$ cat config.mk
export PLATFORM = sky130hd
export DESIGN_NAME = day_count_to_civil_date_core
export DESIGN_NICKNAME = d
export VERILOG_FILES = /design/src/rtl/dcd_pkg.sv /design/src/rtl/day_count_to_civil_date_core.sv
export SDC_FILE = /design/constraint.sdc
export NUM_CORES = 1
export LEC_CHECK = 0
export BUFFER_PORTS_ARGS = -buffer_cell sky130_fd_sc_hd__buf_2
export CAP_MARGIN = 20
export CORE_MARGIN = 4
export CORE_UTILIZATION = 30
export CTS_BUF_LIST = sky130_fd_sc_hd__clkbuf_8
export CTS_CLUSTER_SIZE = 30
export DETAILED_ROUTE_END_ITERATION = 10
export PLACE_DENSITY = 0.43
export SLEW_MARGIN = 20
export SYNTH_ARGS = -nofsm -noshare
export SYNTH_HDL_FRONTEND = slang
export SYNTH_SLANG_ARGS = --single-unit
$ cat constraint.sdc
create_clock -name clk -period 16.01 [get_ports clk]
set_input_delay 0.8005 -clock clk [delete_from_list [all_inputs] [get_ports clk]]
set_output_delay 0.8005 -clock clk [all_outputs]
set_load 0.005 [all_outputs]
$ cat src/rtl/dcd_pkg.sv
// shared constants and the pipeline stage record for the day count to date converter
`default_nettype none

package dcd_pkg;

  // field widths
  localparam int DAY_W   = 22;
  localparam int YEAR_W  = 14;
  localparam int MONTH_W = 4;
  localparam int DOM_W   = 5;
  localparam int DOY_W   = 9;
  localparam int WDAY_W  = 3;

  localparam int IN_TDATA_W  = 24;
  localparam int OUT_W       = YEAR_W + MONTH_W + DOM_W + DOY_W + WDAY_W + 1;
  localparam int OUT_TDATA_W = ((OUT_W + 7) / 8) * 8;

  // calendar constants
  localparam int MAX_DAY_COUNT = 3652058;
  localparam int DAYS_400Y     = 146097;
  localparam int DAYS_100Y     = 36524;
  localparam int DAYS_4Y       = 1461;
  localparam int DAYS_1Y       = 365;
  localparam int DAYS_WEEK     = 7;
  localparam int LAST_4Y_CYCLE = 24;

  // reciprocal estimates: floor(x * M >> S) is the quotient or one less
  localparam int S400   = DAY_W;
  localparam int M400   = (1 << S400) / DAYS_400Y;
  localparam int M400_W = $clog2(M400 + 1);
  localparam int S4     = 16;
  localparam int M4     = (1 << S4) / DAYS_4Y;
  localparam int S7     = DAY_W;
  localparam int M7     = (1 << S7) / DAYS_WEEK;
  localparam int M7_W   = $clog2(M7 + 1);

  localparam int PROD_W  = DAY_W + M400_W;
  localparam int WPROD_W = DAY_W + M7_W;
  localparam int Q_W     = 5;
  localparam int Q1_W    = 2;

  localparam int N_STAGES = 11;

  localparam logic [DOY_W-1:0] MONTH_START_LEAP [0:12] = '{
    9'd0, 9'd31, 9'd60, 9'd91, 9'd121, 9'd152, 9'd182,
    9'd213, 9'd244, 9'd274, 9'd305, 9'd335, 9'd366
  };
  localparam logic [DOY_W-1:0] MONTH_START_COMMON [0:12] = '{
    9'd0, 9'd31, 9'd59, 9'd90, 9'd120, 9'd151, 9'd181,
    9'd212, 9'd243, 9'd273, 9'd304, 9'd334, 9'd365
  };

  typedef struct packed {
    logic [DAY_W-1:0]   rem;
    logic [PROD_W-1:0]  prod;
    logic [DAY_W-1:0]   wk;
    logic [WPROD_W-1:0] wprod;
    logic [Q_W-1:0]     q400;
    logic [Q1_W-1:0]    q100;
    logic [Q_W-1:0]     q4;
    logic [Q1_W-1:0]    q1;
    logic [DOY_W-1:0]   doy0;
    logic               leap;
    logic [YEAR_W-1:0]  year;
    logic [MONTH_W-1:0] month;
    logic [DOM_W-1:0]   dom;
    logic [DOY_W-1:0]   doy;
  } stage_t;

endpackage

`default_nettype wire

$ cat src/rtl/day_count_to_civil_date_core.sv
// day count to civil date converter, pipelined top level
//
// usage:
//   s_* carries a request: tdata[21:0] is a day count since 0001-01-01 (day zero).
//   counts above 3652058 are treated as 3652058, which is 9999-12-31.
//   m_* carries the date: year, month, day of month, day of year, weekday
//   (0 is sunday) and a leap-year flag.
//   the pipeline has 11 register stages and takes one request every cycle while
//   m_tready is high or no result is waiting. the depth is set by the chain of
//   divisions by 400-year, 100-year, 4-year and 1-year cycle lengths: the 400-year
//   and 4-year ones multiply by a reciprocal and correct by one step, the others
//   compare against multiples of the cycle length, with the month lookup after them.
//   when the receiver holds m_tready low with a result waiting, the whole pipeline
//   freezes and s_tready drops; nothing is lost or repeated.
//   rst (synchronous, active high) clears all valid bits; data registers are not
//   reset.
`default_nettype none

module day_count_to_civil_date_core (
  input  wire logic                              clk,
  input  wire logic                              rst,
  input  wire logic                              s_tvalid,
  output logic                                   s_tready,
  // [21:0] day_count, [23:22] zero
  input  wire logic [dcd_pkg::IN_TDATA_W-1:0]    s_tdata,
  output logic                                   m_tvalid,
  input  wire logic                              m_tready,
  // [13:0] year, [17:14] month, [22:18] day_of_month, [31:23] day_of_year,
  // [34:32] weekday, [35] leap_year, [39:36] zero
  output logic [dcd_pkg::OUT_TDATA_W-1:0]        m_tdata
);

  localparam int N = dcd_pkg::N_STAGES;
  localparam int DW = dcd_pkg::DAY_W;

  dcd_pkg::stage_t pipe      [N];
  dcd_pkg::stage_t pipe_next [N];
  logic [N-1:0]    valid;
  logic            adv;

  logic [DW-1:0]   din;
  logic [DW-1:0]   dsat;

  assign adv      = !valid[N-1] || m_tready;
  assign s_tready = adv;
  assign m_tvalid = valid[N-1];

  assign din  = s_tdata[DW-1:0];
  assign dsat = (din > DW'(dcd_pkg::MAX_DAY_COUNT)) ? DW'(dcd_pkg::MAX_DAY_COUNT) : din;

  always_comb begin
    logic [dcd_pkg::MONTH_W-1:0] mcount;
    logic [dcd_pkg::MONTH_W-1:0] midx;
    logic [dcd_pkg::DOY_W-1:0]   mstart;

    mcount = dcd_pkg::MONTH_W'(1);
    midx   = '0;
    mstart = '0;

    for (int k = 1; k < N; k++) begin
      pipe_next[k] = pipe[k-1];
    end

    // saturate, form count + 1 for the weekday path
    pipe_next[0]     = '0;
    pipe_next[0].rem = dsat;
    pipe_next[0].wk  = dsat + DW'(1);

    // reciprocal products
    pipe_next[1].prod  = dcd_pkg::PROD_W'(pipe[0].rem) * dcd_pkg::PROD_W'(dcd_pkg::M400);
    pipe_next[1].wprod = dcd_pkg::WPROD_W'(pipe[0].wk) * dcd_pkg::WPROD_W'(dcd_pkg::M7);

    // quotient estimates and remainders
    pipe_next[2].q400 = dcd_pkg::Q_W'(pipe[1].prod[dcd_pkg::PROD_W-1:dcd_pkg::S400]);
    pipe_next[2].rem  = pipe[1].rem
                        - DW'(dcd_pkg::Q_W'(pipe[1].prod[dcd_pkg::PROD_W-1:dcd_pkg::S400])
                              * dcd_pkg::DAYS_400Y);
    pipe_next[2].wk   = pipe[1].wk
                        - DW'(pipe[1].wprod[dcd_pkg::WPROD_W-1:dcd_pkg::S7] * dcd_pkg::DAYS_WEEK);

    // estimates may be one short
    if (pipe[2].rem >= DW'(dcd_pkg::DAYS_400Y)) begin
      pipe_next[3].rem  = pipe[2].rem - DW'(dcd_pkg::DAYS_400Y);
      pipe_next[3].q400 = pipe[2].q400 + dcd_pkg::Q_W'(1);
    end
    if (pipe[2].wk >= DW'(dcd_pkg::DAYS_WEEK)) begin
      pipe_next[3].wk = pipe[2].wk - DW'(dcd_pkg::DAYS_WEEK);
    end

    // century, last day of a 400-year cycle stays in century 3
    priority if (pipe[3].rem >= DW'(3 * dcd_pkg::DAYS_100Y)) begin
      pipe_next[4].q100 = 2'd3;
      pipe_next[4].rem  = pipe[3].rem - DW'(3 * dcd_pkg::DAYS_100Y);
    end else if (pipe[3].rem >= DW'(2 * dcd_pkg::DAYS_100Y)) begin
      pipe_next[4].q100 = 2'd2;
      pipe_next[4].rem  = pipe[3].rem - DW'(2 * dcd_pkg::DAYS_100Y);
    end else if (pipe[3].rem >= DW'(dcd_pkg::DAYS_100Y)) begin
      pipe_next[4].q100 = 2'd1;
      pipe_next[4].rem  = pipe[3].rem - DW'(dcd_pkg::DAYS_100Y);
    end else begin
      pipe_next[4].q100 = 2'd0;
    end

    pipe_next[5].prod = dcd_pkg::PROD_W'(pipe[4].rem[dcd_pkg::S4-1:0])
                        * dcd_pkg::PROD_W'(dcd_pkg::M4);

    pipe_next[6].q4  = pipe[5].prod[dcd_pkg::S4 +: dcd_pkg::Q_W];
    pipe_next[6].rem = pipe[5].rem
                       - DW'(pipe[5].prod[dcd_pkg::S4 +: dcd_pkg::Q_W] * dcd_pkg::DAYS_4Y);

    if (pipe[6].rem >= DW'(dcd_pkg::DAYS_4Y)) begin
      pipe_next[7].rem = pipe[6].rem - DW'(dcd_pkg::DAYS_4Y);
      pipe_next[7].q4  = pipe[6].q4 + dcd_pkg::Q_W'(1);
    end

    // year in 4-year cycle, last day of the cycle stays in year 3
    priority if (pipe[7].rem >= DW'(3 * dcd_pkg::DAYS_1Y)) begin
      pipe_next[8].q1   = 2'd3;
      pipe_next[8].doy0 = dcd_pkg::DOY_W'(pipe[7].rem - DW'(3 * dcd_pkg::DAYS_1Y));
    end else if (pipe[7].rem >= DW'(2 * dcd_pkg::DAYS_1Y)) begin
      pipe_next[8].q1   = 2'd2;
      pipe_next[8].doy0 = dcd_pkg::DOY_W'(pipe[7].rem - DW'(2 * dcd_pkg::DAYS_1Y));
    end else if (pipe[7].rem >= DW'(dcd_pkg::DAYS_1Y)) begin
      pipe_next[8].q1   = 2'd1;
      pipe_next[8].doy0 = dcd_pkg::DOY_W'(pipe[7].rem - DW'(dcd_pkg::DAYS_1Y));
    end else begin
      pipe_next[8].q1   = 2'd0;
      pipe_next[8].doy0 = dcd_pkg::DOY_W'(pipe[7].rem);
    end
    pipe_next[8].leap = (pipe_next[8].q1 == 2'd3)
                        && (pipe[7].q4 != dcd_pkg::Q_W'(dcd_pkg::LAST_4Y_CYCLE)
                            || pipe[7].q100 == 2'd3);

    pipe_next[9].year = dcd_pkg::YEAR_W'(pipe[8].q400 * 400 + pipe[8].q100 * 100
                                         + pipe[8].q4 * 4 + pipe[8].q1 + 1);
    // month is one plus the number of month starts after january at or below the day
    for (int i = 1; i < 12; i++) begin
      if (pipe[8].doy0 >= (pipe[8].leap ? dcd_pkg::MONTH_START_LEAP[i]
                                        : dcd_pkg::MONTH_START_COMMON[i])) begin
        mcount = mcount + dcd_pkg::MONTH_W'(1);
      end
    end
    pipe_next[9].month = mcount;

    midx   = pipe[9].month - dcd_pkg::MONTH_W'(1);
    mstart = pipe[9].leap ? dcd_pkg::MONTH_START_LEAP[midx]
                          : dcd_pkg::MONTH_START_COMMON[midx];
    pipe_next[10].dom = dcd_pkg::DOM_W'(pipe[9].doy0 - mstart + dcd_pkg::DOY_W'(1));
    pipe_next[10].doy = pipe[9].doy0 + dcd_pkg::DOY_W'(1);
  end

  always_ff @(posedge clk) begin
    if (rst) begin
      valid <= '0;
    end else if (adv) begin
      valid <= {valid[N-2:0], s_tvalid};
    end
  end

  always_ff @(posedge clk) begin
    if (adv) begin
      for (int k = 0; k < N; k++) begin
        pipe[k] <= pipe_next[k];
      end
    end
  end

  assign m_tdata = {
    (dcd_pkg::OUT_TDATA_W - dcd_pkg::OUT_W)'(0),
    pipe[N-1].leap,
    pipe[N-1].wk[dcd_pkg::WDAY_W-1:0],
    pipe[N-1].doy,
    pipe[N-1].dom,
    pipe[N-1].month,
    pipe[N-1].year
  };

endmodule

`default_nettype wire
# [Word level (Yosys, flattened, before mapping)]
# Memory sizes are Yosys's and may differ from the RTL's.
# Index checks and enable logic that the tools add are counted.
[word_totals] mem_bits_rw=1859 output_inout_bits=42 input_bits=28 regBits=11 memories=3 word_cells=118 mem_bits_ro=288
[mem_list] memory="pipe" depth=11 width=169 rd=11 rd_clocked_by_memory_dff=0 write_ports=11 line="day_count_to_civil_date_core.sv:36" rtl="dcd_pkg::stage_t pipe [N];"
[mem_list] memory="(name not given)" depth=16 width=9 rd=1 rd_clocked_by_memory_dff=0 write_ports=0 line="day_count_to_civil_date_core.sv:147" rtl=": dcd_pkg::MONTH_START_COMMON[midx];"
[mem_list] memory="(name not given)" depth=16 width=9 rd=1 rd_clocked_by_memory_dff=0 write_ports=0 line="day_count_to_civil_date_core.sv:146" rtl="mstart = pipe[9].leap ? dcd_pkg::MONTH_START_LEAP[midx]"
[classes] n_mul=8 magnitude_cmp=22 mux=43 add_sub_neg=33 n_eq_ne=3 bitwise_logic=1 n_reduce_logical=4
[ops] operator="$mux W22" n=7
[ops] operator="$ge A22 B11 Y1 const B" n=2
[ops] operator="$ge A22 B17 Y1 const B" n=2
[ops] operator="$mux W4" n=11
[ops] operator="$sub A22 B17 Y22 const B" n=2
[ops] operator="$sub A22 B22 Y22" n=2
[ops] operator="$mul A22 B19 Y41 const B" n=1
[ops] operator="$add A4 B1 Y4 const B" n=10
[ops] operator="$ge A9 B8 Y1" n=4
[ops] operator="$mux W5" n=7
[ops] operator="$ge A9 B9 Y1" n=3
[ops] operator="$mul A22 B3 Y25 const B" n=1
[ops] operator="$add A22 B1 Y22 const B" n=1
[ops] operator="$ge A22 B10 Y1 const B" n=1
[ops] operator="$ge A22 B16 Y1 const B" n=1
[ops] operator="$ge A22 B18 Y1 const B" n=1
[ops] operator="$ge A22 B3 Y1 const B" n=1
[ops] operator="$ge A22 B9 Y1 const B" n=1
[ops] operator="$gt A22 B22 Y1 const B" n=1
[ops] operator="$mul A20 B3 Y22 const B" n=1
[ops] operator="$mul A5 B18 Y22 const B" n=1
[ops] operator="$mux W11" n=2
[ops] operator="$sub A22 B11 Y22 const B" n=1
[ops] operator="$sub A22 B16 Y22" n=1
[ops] operator="other kinds (32)" n=49

# [Longest topological paths before layout]
# Gate-level depths: netlist (run 1).
# An unclocked memory read counts as a cell.
[depth] depth_word=23 ltp_mapped=30 ltp_nobuf=30

# [Least setup slack after synthesis (run 1)]
# OpenSTA, ideal clock, no wires.
[synth_path] path_kind="input port to flip-flop" start="input port m_tready" end="memory pipe[0][100] in the netlist's numbering, enable pin" n_path_buf=1 setup_time_ns=0.967 path_stages=3 t_arrival_ns=12.733 path_slack_ns=2.310 required_time_ns=15.043 path_cell_list="nor2b_1 inv_1 clkbuf_1"
[synth_rtl] element="start, declared" line="day_count_to_civil_date_core.sv:27" rtl="input wire logic m_tready,"
[synth_rtl] element="end, declared" line="day_count_to_civil_date_core.sv:36"

==> out/qor.yml, run 1 <==
routing:
  wl_per_cell_um: 14.50
  ant_nets: 0
  wl_mm: 61.60
  drc: 0
  vias: 18960
  vias_per_cell: 4.462
  drtIter0Drc: 788
  drt-pass1-iter-count: 4
global_route:
  grt_pass1_wl_mm: 103.3
  grt_max_degree: 182
  antenna_found_initial: 3
  grt_pass1_vias: 20310
  grtUsageTotal: 0.1138
  overflow: 0
worst_setup_path:
  cp-end-kind: "flop"
  worstReg2RegEnd: "pipe[9][15]$_DFFE_PP_"
  ff2ff_path_depth: 24
  worstPathArrival_ns: 7.28
  r2r_slack_ns: 9.15
  r2r_start: "pipe[8][32]$_DFFE_PP_"
  path_cells: "inv_1 > ha_1 > nor2b_1 > o21bai_1 > a21o_1 > a311oi_1 > fa_1 > xnor2_1 > ha_1 > a2bb2oi_2 > xnor2_1 > o21ai_0 > ha_1 > nand2_1 > o21ai_0 > a21oi_1 > xnor2_1 > nand2_1 > o21ai_0 > ha_1 > nor2_1 > o41ai_1 > ha_1 > mux2_2"
  cp_max_fo: 7
  critPathRequiredTime_ns: 16.43
  worstSetupStartpointType: "flop"
  path_class: "reg -> reg"
  slowest_stage: "a311oi_1"
  slowest_delay_ns: 0.69
  cpMostUsedCell: "ha_1"
synthesis:
  ys_seq_area_frac: 0.4173
  syn_area_per_cell_um2: 11.64
  synth_edf_count: 429
  synthDistinctLibCells: 102
  syn_inst: 2698
  ys_dominant_reg_cell: "edfxtp_1"
  async_flop_share: 0
  yosys_warnings: 0
  synth_seq_cells: 440
  synth.cell_area_um2: 31400
floorplan:
  die_h_um: 331.5
  die_area_um2: 109900
  core-area_um2: 103800
  pin_count: 70
  std_cell_rows: 118
  fp.dieW_um: 331.5
  start_util: 0.3025
cts:
  cts_root_buf: "clkbuf_8"
  cts_buffer_depth: 3
  hold_buffers: 0
  cts_resized: 0
  clk_pin_slew_ns: 0.07
  cts_tree: "done"
  htreeDepth: 3
  post-cts-setup-buffers: 0
  numCtsBuffers: 80
  clkSinkCount: 440
  clock_latency_ns: 0.70
timing:
  setup_viol: 0
  drv_slew: 0
  fin_crit_sh: 0.4288
  max_freq_ghz: 0.1457
  report.final.hold_viol_count: 0
  max_slew.worst_pin.slew_ns: 1.014
  min_period_ns: 6.865
  rsz0062_at_grt: "false"
  finClkSkew_ns: 0.03725
  relSlewSlack: 0.3238
  finalSetupTns_ns: 0
cells_and_area:
  final_common_cell: "inv_1"
  drive_above_1_share: 0.07985
  fill_cells: 10420
  final_cell_mix: "480 x inv_1, 429 x edfxtp_1, 376 x ha_1"
  syn2layout_area_growth_pct: 10.99
  layout.nets: 3407
min_path:
  hold_path.class: "in -> reg"
  hold_start: "s_tvalid"
  hold_depth: 3
  hold_end: "valid[0]$_SDFFE_PP0P_"
status:
  status: "finished, final reports clean"
place:
  place_hpwl_mm: 47.89
  io_buffers: 63
  gp_congestion: 0.8802
run:
  cap_violations: 0
==> area by class of cell <==
type	instances	area [um^2]	area share
Clock inverter	63	401.6	0.01152
Clock buffer	82	1129	0.03238
Antenna cell	2	5.005	0.0001436
Tap cell	1380	1727	0.04954
Multi-Input combinational cell	1756	16380	0.4701
Inverter	457	1723	0.04943
Sequential cell	440	13100	0.3759
Timing Repair Buffer	70	380.4	0.01091
==> metrics by stage <==
step             util  setup WS [ns]  hold slack (ns)  area (um^2)  std cells
2_1_floorplan       -          2.310           0.4003        31410       2701
3_3_place_gp   0.3210          9.480           0.4014        33310       4103
3_5_place_dp   0.3210          9.198           0.4045        33310       4103
4_1_cts        0.3357          9.089           0.2551        34840       4248
5_1_grt        0.3358          8.650           0.3067        34850       4250
6_report       0.3358          9.145           0.3589        34850       4250
==> Yosys cell counts (6+ instances only) <==
cell        n  area (um^2)
nor4_1     18        112.6
nor3_1     38        190.2
and2_1     13        81.33
a211oi_1   15        112.6
o21a_1     24        180.2
dfxtp_1    11        220.2
o21bai_1   19        142.6
and3_1      7        43.79
a21oi_1   110        550.5
ha_1      376         4705
o31ai_1    16        120.1
nand3_1    45        225.2
or4_1       6        45.04
a31o_2      7        61.31
nor3b_1     6        45.04
a31oi_1    20        125.1
o21ai_0    80        400.4
nand3b_1    6        45.04
nor2b_1    28        175.2
o22ai_1     6        37.54
nand2_1   120        450.4
xor2_1     89        779.5
edfxtp_1  429        12880
nand2b_1   27        168.9
buf_2       8        40.04
a21o_1     44        330.3
nand4_1    23        143.9
inv_1     456         1712
fa_1      198         3964
clkbuf_1   34        127.6
o211ai_1    6        45.04
or3_1      16        100.1
or2_2      22        137.6
nor2_1    110        412.9
mux2i_1     8        80.08
xnor2_1   141         1235
a311oi_1    6        52.55
o311ai_0    6        52.55
==> sequential cells by signal, indices dropped and copies added (netlist names) <==
signal	cells
pipe	429
valid	11
==> critical path: cells and delay by family, from the launching register on <==
kind	cells	cell delay [ns]
multiplexers	1	0.26
buffers and inverters	1	0.13
AO/OA/AOI/OAI	9	2.45
flip-flops	1	0.46
AND/OR/NAND/NOR	4	0.38
XOR/XNOR	3	0.48
adder cells (fa/ha/maj)	6	2.38
==> cell families after synthesis <==
kind of cell             after synthesis  synth area share
adder cells (fa/ha/maj)              575            0.2764
AND/OR/NAND/NOR                      505           0.08180
buffers and inverters                505           0.06140
flip-flops                           440            0.4173
AO/OA/AOI/OAI                        427           0.09236
XOR/XNOR                             233           0.06670
multiplexers                          12          0.003985
other                                  1         0.0001194
==> metal layers <==
metal	share of wire	GRT usage
met5	0	0
met2	0.47	0.1929
met3	0.035	0.02225
met4	0.031	0.03720
met1	0.46	0.1461
==> worst max path at each step <==
stage | startpoint | end | slack (ns) | cells past startpoint
3_5_place_dp | pipe[8][32]$_DFFE_PP_ | pipe[9][16]$_DFFE_PP_ | 9.20 | 26
2_1_floorplan | m_tready | pipe[0][100]$_DFFE_PP_ | 2.31 | 3
3_3_place_gp | pipe[8][32]$_DFFE_PP_ | pipe[9][16]$_DFFE_PP_ | 9.48 | 26
4_1_cts | pipe[8][32]$_DFFE_PP_ | pipe[9][15]$_DFFE_PP_ | 9.09 | 24
5_1_grt | pipe[8][32]$_DFFE_PP_ | pipe[9][16]$_DFFE_PP_ | 8.65 | 26
6_report | pipe[8][32]$_DFFE_PP_ | pipe[9][15]$_DFFE_PP_ | 9.15 | 24
Power of run 1 is left out: the tool's default activity adds up to more than one toggle a clock period on the data nets, which glitch-free logic cannot reach.
==> run 2, diff against run 1 <==
clock period = 6.5 ns   (was 16.01 ns; I/O delays follow)
==> run 2 against run 1 <==
  * Worst setup slack lost 8.7 ns
  * Cell area grew 1.1%
  * Critical endpoint unchanged
  * Worst hold slack lost 0.26 ns
  * Clock-buffer cell count grew 4
  * Non-clock buffer count grew 23
  * Global-route usage grew 0.19 points
  * Clock skew grew 0.0012 ns
  * Wire length grew 2.2%
  * Flip-flop and latch count is the same
==> out/qor.yml, run 2 (synthesis gave the netlist of run 1 again) <==
timing:
  rsz0062_at_grt: "false"
  setup_viol: 0
  fin_crit_sh: 0.9239
  final.setup.worst_slack_ns: 0.4947
  max_slew.worst_pin.slew_ns: 1.053
  finalSetupTns_ns: 0
  holdWs_ns: 0.09653
  finClkSkew_ns: 0.03848
  report.final.hold_viol_count: 0
  drv_slew: 0
  max_freq_ghz: 0.1665
  min_period_ns: 6.005
  relSlewSlack: 0.2968
cells_and_area:
  layout.nets: 3433
  fin_util: 0.3396
  largest_reg_flops: 429
  largestRegisters: "pipe: 429 flops, valid: 11 flops"
  drive_above_1_share: 0.08714
  final_cell_mix: "472 x inv_1, 429 x edfxtp_1, 376 x ha_1"
  syn2layout_area_growth_pct: 12.26
  final_common_cell: "inv_1"
  top_register: "pipe"
worst_setup_path:
  path_class: "reg -> reg"
  slowest_delay_ns: 0.42
  slowest_stage: "edfxtp_1"
  cp_max_fo: 7
  cp-end-kind: "flop"
  cpMostUsedCell: "ha_1"
  worstSetupStartpointType: "flop"
  critPathRequiredTime_ns: 6.93
  worstPathArrival_ns: 6.44
min_path:
  hold_path.class: "in -> reg"
global_route:
  grt_pass1_wl_mm: 105.0
  grtUsageTotal: 0.1157
  grt_max_degree: 147
  antenna_found_initial: 1
  grt_pass1_vias: 20310
  overflow: 0
floorplan:
  fp.dieW_um: 331.5
  core-area_um2: 103800
  pin_count: 70
  die_h_um: 331.5
  start_util: 0.3025
  die_area_um2: 109900
  std_cell_rows: 118
place:
  place_hpwl_mm: 48.73
  dp_slack_ns: 0.2414
  gp_congestion: 0.8641
  io_buffers: 63
status:
  status: "finished, final reports clean"
routing:
  vias_per_cell: 4.445
  drc: 0
  drtIter0Drc: 755
  wl_mm: 62.95
  wl_per_cell_um: 14.73
  ant_nets: 0
  drt-pass1-iter-count: 4
  vias: 19000
cts:
  clk_pin_slew_ns: 0.07
  clkSinkCount: 440
  numCtsBuffers: 83
  clock_latency_ns: 0.69
  htreeDepth: 3
  cts_root_buf: "clkbuf_8"
  cts_buffer_depth: 3
  cts_tree: "done"
run:
  cap_violations: 0
==> run 2: cell types whose count changed in the layout (fill, tap and decap cells not counted), sizes merged <==
cell,change
clkbuf,+4
buf,+3
inv,-8
clkinvlp,+2
clkinv,+1
bufinv,+2
dlygate4sd3,+20
==> run 2: critical path, delay by kind of cell (launching register included) <==
family | cells | cell delay (ns)
adders and majority gates | 6 | 1.90
AOI/OAI and AO/OA | 10 | 1.71
muxes | 2 | 0.34
and+or+nand+nor | 5 | 0.53
xor gates and xnor gates | 2 | 0.34
buffers and inverters | 4 | 0.50
DFF | 1 | 0.42
==> run 2: layout make-up <==
cell class                 instances  area [um^2]
antenna                            2        5.005
clock buffer                      86         1184
clock inverter                    60        469.2
fill                           10360        68540
inverter                         457         1723
multi-input combinational       1756        16420
sequential                       440        13100
tap                             1380         1727
timing repair buffer              93        619.3
==> run 2: per-stage QoR <==
stage               area, um^2  cells
global placement         33340   4104
CTS                      35180   4269
global route             35250   4273
finish                   35250   4274
floorplan                31420   2701
detailed placement       33340   4104
==> run 2: final timing paths <==
| check | cells past startpoint | slack (ns) | from | end |
|---|---|---|---|---|
| max | 29 | 0.49 | pipe[8][32]$_DFFE_PP_ | pipe[9][15]$_DFFE_PP_ |
| min | 2 | 0.1 | s_tdata[5] | pipe[0][152]$_DFFE_PP_ |
| max reg2reg | 29 | 0.49 | pipe[8][32]$_DFFE_PP_ | pipe[9][15]$_DFFE_PP_ |
| min reg2reg | 0 | 0.41 | pipe[3][52]$_DFFE_PP_ | pipe[4][52]$_DFFE_PP_ |
==> run 2: metal layers <==
layer / GRT usage / vias to the layer above / wire length [um]
met4: 0.03247 / 0 / 1520
met1: 0.1493 / 9002 / 29030
li1: - / 9612 / -
met2: 0.1974 / 270 / 30200
met5: 0 / - / 0
met3: 0.02335 / 113 / 2200
==> run 2: what timing repair did <==
item                                   CTS  global route
setup endpoints to repair                0             3
hold buffers                            19             1
endpoints found under the hold margin   33             2
setup buffers                            0             2
resized for setup                        0             7
Power of run 2 is left out for the same reason.
==> run 3, diff against run 2 <==
BUFFER_PORTS_ARGS = not set   (was -buffer_cell sky130_fd_sc_hd__buf_2)
DONT_BUFFER_PORTS = 1   (was not set)
==> run 3 against run 2 <==
  * Via count about the same
  * Highest routed layer unchanged
  * Clock-buffer cell count down 4
  * Register-to-register slack hardly changed
  * Cell count shrank 1.1%
==> out/qor.yml, run 3 (synthesis gave the netlist of run 1 again) <==
place:
  io_buffers: 0
  gp_congestion: 0.8406
  dp.cells: 4044
  placed_area_um2: 33050
  place_hpwl_mm: 48.37
routing:
  drtIter0Drc: 782
  drc: 0
  ant_nets: 0
  vias_per_cell: 4.496
  vias: 19000
  wl_mm: 62.78
  wl_per_cell_um: 14.86
  drt-pass1-iter-count: 5
worst_setup_path:
  path_class: "reg -> reg"
  cpMostUsedCell: "ha_1"
  worstReg2RegEnd: "pipe[9][15]$_DFFE_PP_"
  ff2ff_path_depth: 27
  critPathRequiredTime_ns: 6.93
  cp-end-kind: "flop"
  worstSetupStartpointType: "flop"
  slowest_stage: "fa_2"
  worstPathArrival_ns: 6.43
  r2r_slack_ns: 0.50
  r2r_start: "pipe[8][32]$_DFFE_PP_"
  slowest_delay_ns: 0.53
  cpLargestDelayFamily: "adder cells"
  cp_max_fo: 7
  path_buf_inv: 3
cells_and_area:
  final_cell_mix: "478 x inv_1, 429 x edfxtp_1, 376 x ha_1"
  syn2layout_area_growth_pct: 11.50
  final-instance-count-excl-fill: 4225
  multi_input_area_um2: 16430
  postLayoutCellArea_um2: 35010
  seq_area_um2: 13100
  largestRegisters: "pipe: 429 flops, valid: 11 flops"
  layout.nets: 3379
  largest_reg_flops: 429
  fill_cells: 10430
  fin_util: 0.3373
  final_common_cell: "inv_1"
  drive_above_1_share: 0.06751
  top_register: "pipe"
timing:
  report.final.hold_viol_count: 0
  fin_crit_sh: 0.9226
  max_freq_ghz: 0.1668
  finClkSkew_ns: 0.02209
  rsz0062_at_grt: "false"
  max_slew.worst_pin.slew_ns: 0.9792
  relSlewSlack: 0.3459
  min_period_ns: 5.997
  finalSetupTns_ns: 0
  setup_viol: 0
  drv_slew: 0
min_path:
  hold_end: "pipe[0][101]$_DFFE_PP_"
  hold_depth: 3
  hold_start: "s_tdata[1]"
  hold_path.class: "in -> reg"
global_route:
  overflow: 0
  grt_max_degree: 180
  grt_pass1_vias: 20450
  antenna_found_initial: 1
  grt_pass1_wl_mm: 105.3
  grtUsageTotal: 0.1163
run:
  cap_violations: 0
cts:
  htreeDepth: 3
  clk_pin_slew_ns: 0.07
  cts_root_buf: "clkbuf_8"
  cts_buffer_depth: 3
  numCtsBuffers: 82
  clkSinkCount: 440
  clock_latency_ns: 0.67
  cts_tree: "done"
floorplan:
  pin_count: 70
  start_util: 0.3025
  core-area_um2: 103800
  die_h_um: 331.5
  std_cell_rows: 118
  fp.dieW_um: 331.5
  die_area_um2: 109900
status:
  status: "finished, final reports clean"
-- run 3: cell count changes in the layout (fill, tap and decap cells not counted), sizes merged --
| cell | delta |
|---|---|
| clkinv | +2 |
| clkbuf | -4 |
| buf | -59 |
| diode | -1 |
| inv | +6 |
| bufinv | +1 |
| dlygate4sd3 | +6 |
-- run 3: per-stage QoR --
stage	hold slack (ns)	setup slack, ns
after floorplan	0.3941	0.6218
after global placement	0.3958	0.3936
after detailed placement	0.3983	0.2222
after CTS	0.001340	0.1571
after global routing	0.03173	0.05843
final	0.07355	0.5030
-- run 3: how the worst max path moves through the flow --
stage	startpoint	to	cells after the start
finish	pipe[8][32]$_DFFE_PP_	pipe[9][15]$_DFFE_PP_	27
global route	pipe[8][32]$_DFFE_PP_	pipe[9][16]$_DFFE_PP_	31
CTS	pipe[8][32]$_DFFE_PP_	pipe[9][15]$_DFFE_PP_	24
detailed placement	pipe[8][32]$_DFFE_PP_	pipe[9][15]$_DFFE_PP_	24
global placement	pipe[8][32]$_DFFE_PP_	pipe[9][15]$_DFFE_PP_	24
floorplan	pipe[8][32]$_DFFE_PP_	pipe[9][15]$_DFFE_PP_	25
-- run 3: routing by layer --
layer | GRT usage | routed length [um] | vias up
met1 | 0.1487 | 28600 | 9061
met3 | 0.02026 | 2058 | 130
met4 | 0.04193 | 2101 | 0
li1 | - | - | 9512
met5 | 0 | 0 | -
met2 | 0.1978 | 30020 | 293
-- run 3: area by class of cell --
cell class	instances	share of cell area
Tap cell	1380	0.04932
Multi-Input combinational cell	1756	0.4693
Clock inverter	69	0.01444
Sequential cell	440	0.3742
Timing Repair Buffer	40	0.01115
Inverter	457	0.04921
Clock buffer	82	0.03223
Antenna cell	1	0.00007147
-- run 3: worst reg2reg max path: cells and delay by family, from the launching register on --
| kind | cells | cell delay, ns |
|---|---|---|
| adders and majority gates | 6 | 2.20 |
| AOI/OAI and AO/OA | 9 | 1.40 |
| DFF | 1 | 0.43 |
| buffers and inverters | 3 | 0.51 |
| muxes | 2 | 0.34 |
| and+or+nand+nor | 4 | 0.41 |
| xor gates and xnor gates | 3 | 0.49 |
-- run 3: repair_timing --
action / 4_1_cts / 5_1_grt
hold buffers: 26 / 0
endpoints found under the setup margin: 0 / 3
setup buffers: 0 / 3
gates resized for setup: 0 / 9
endpoints found under the hold margin: 47 / 0
Power of run 3 is left out for the same reason.
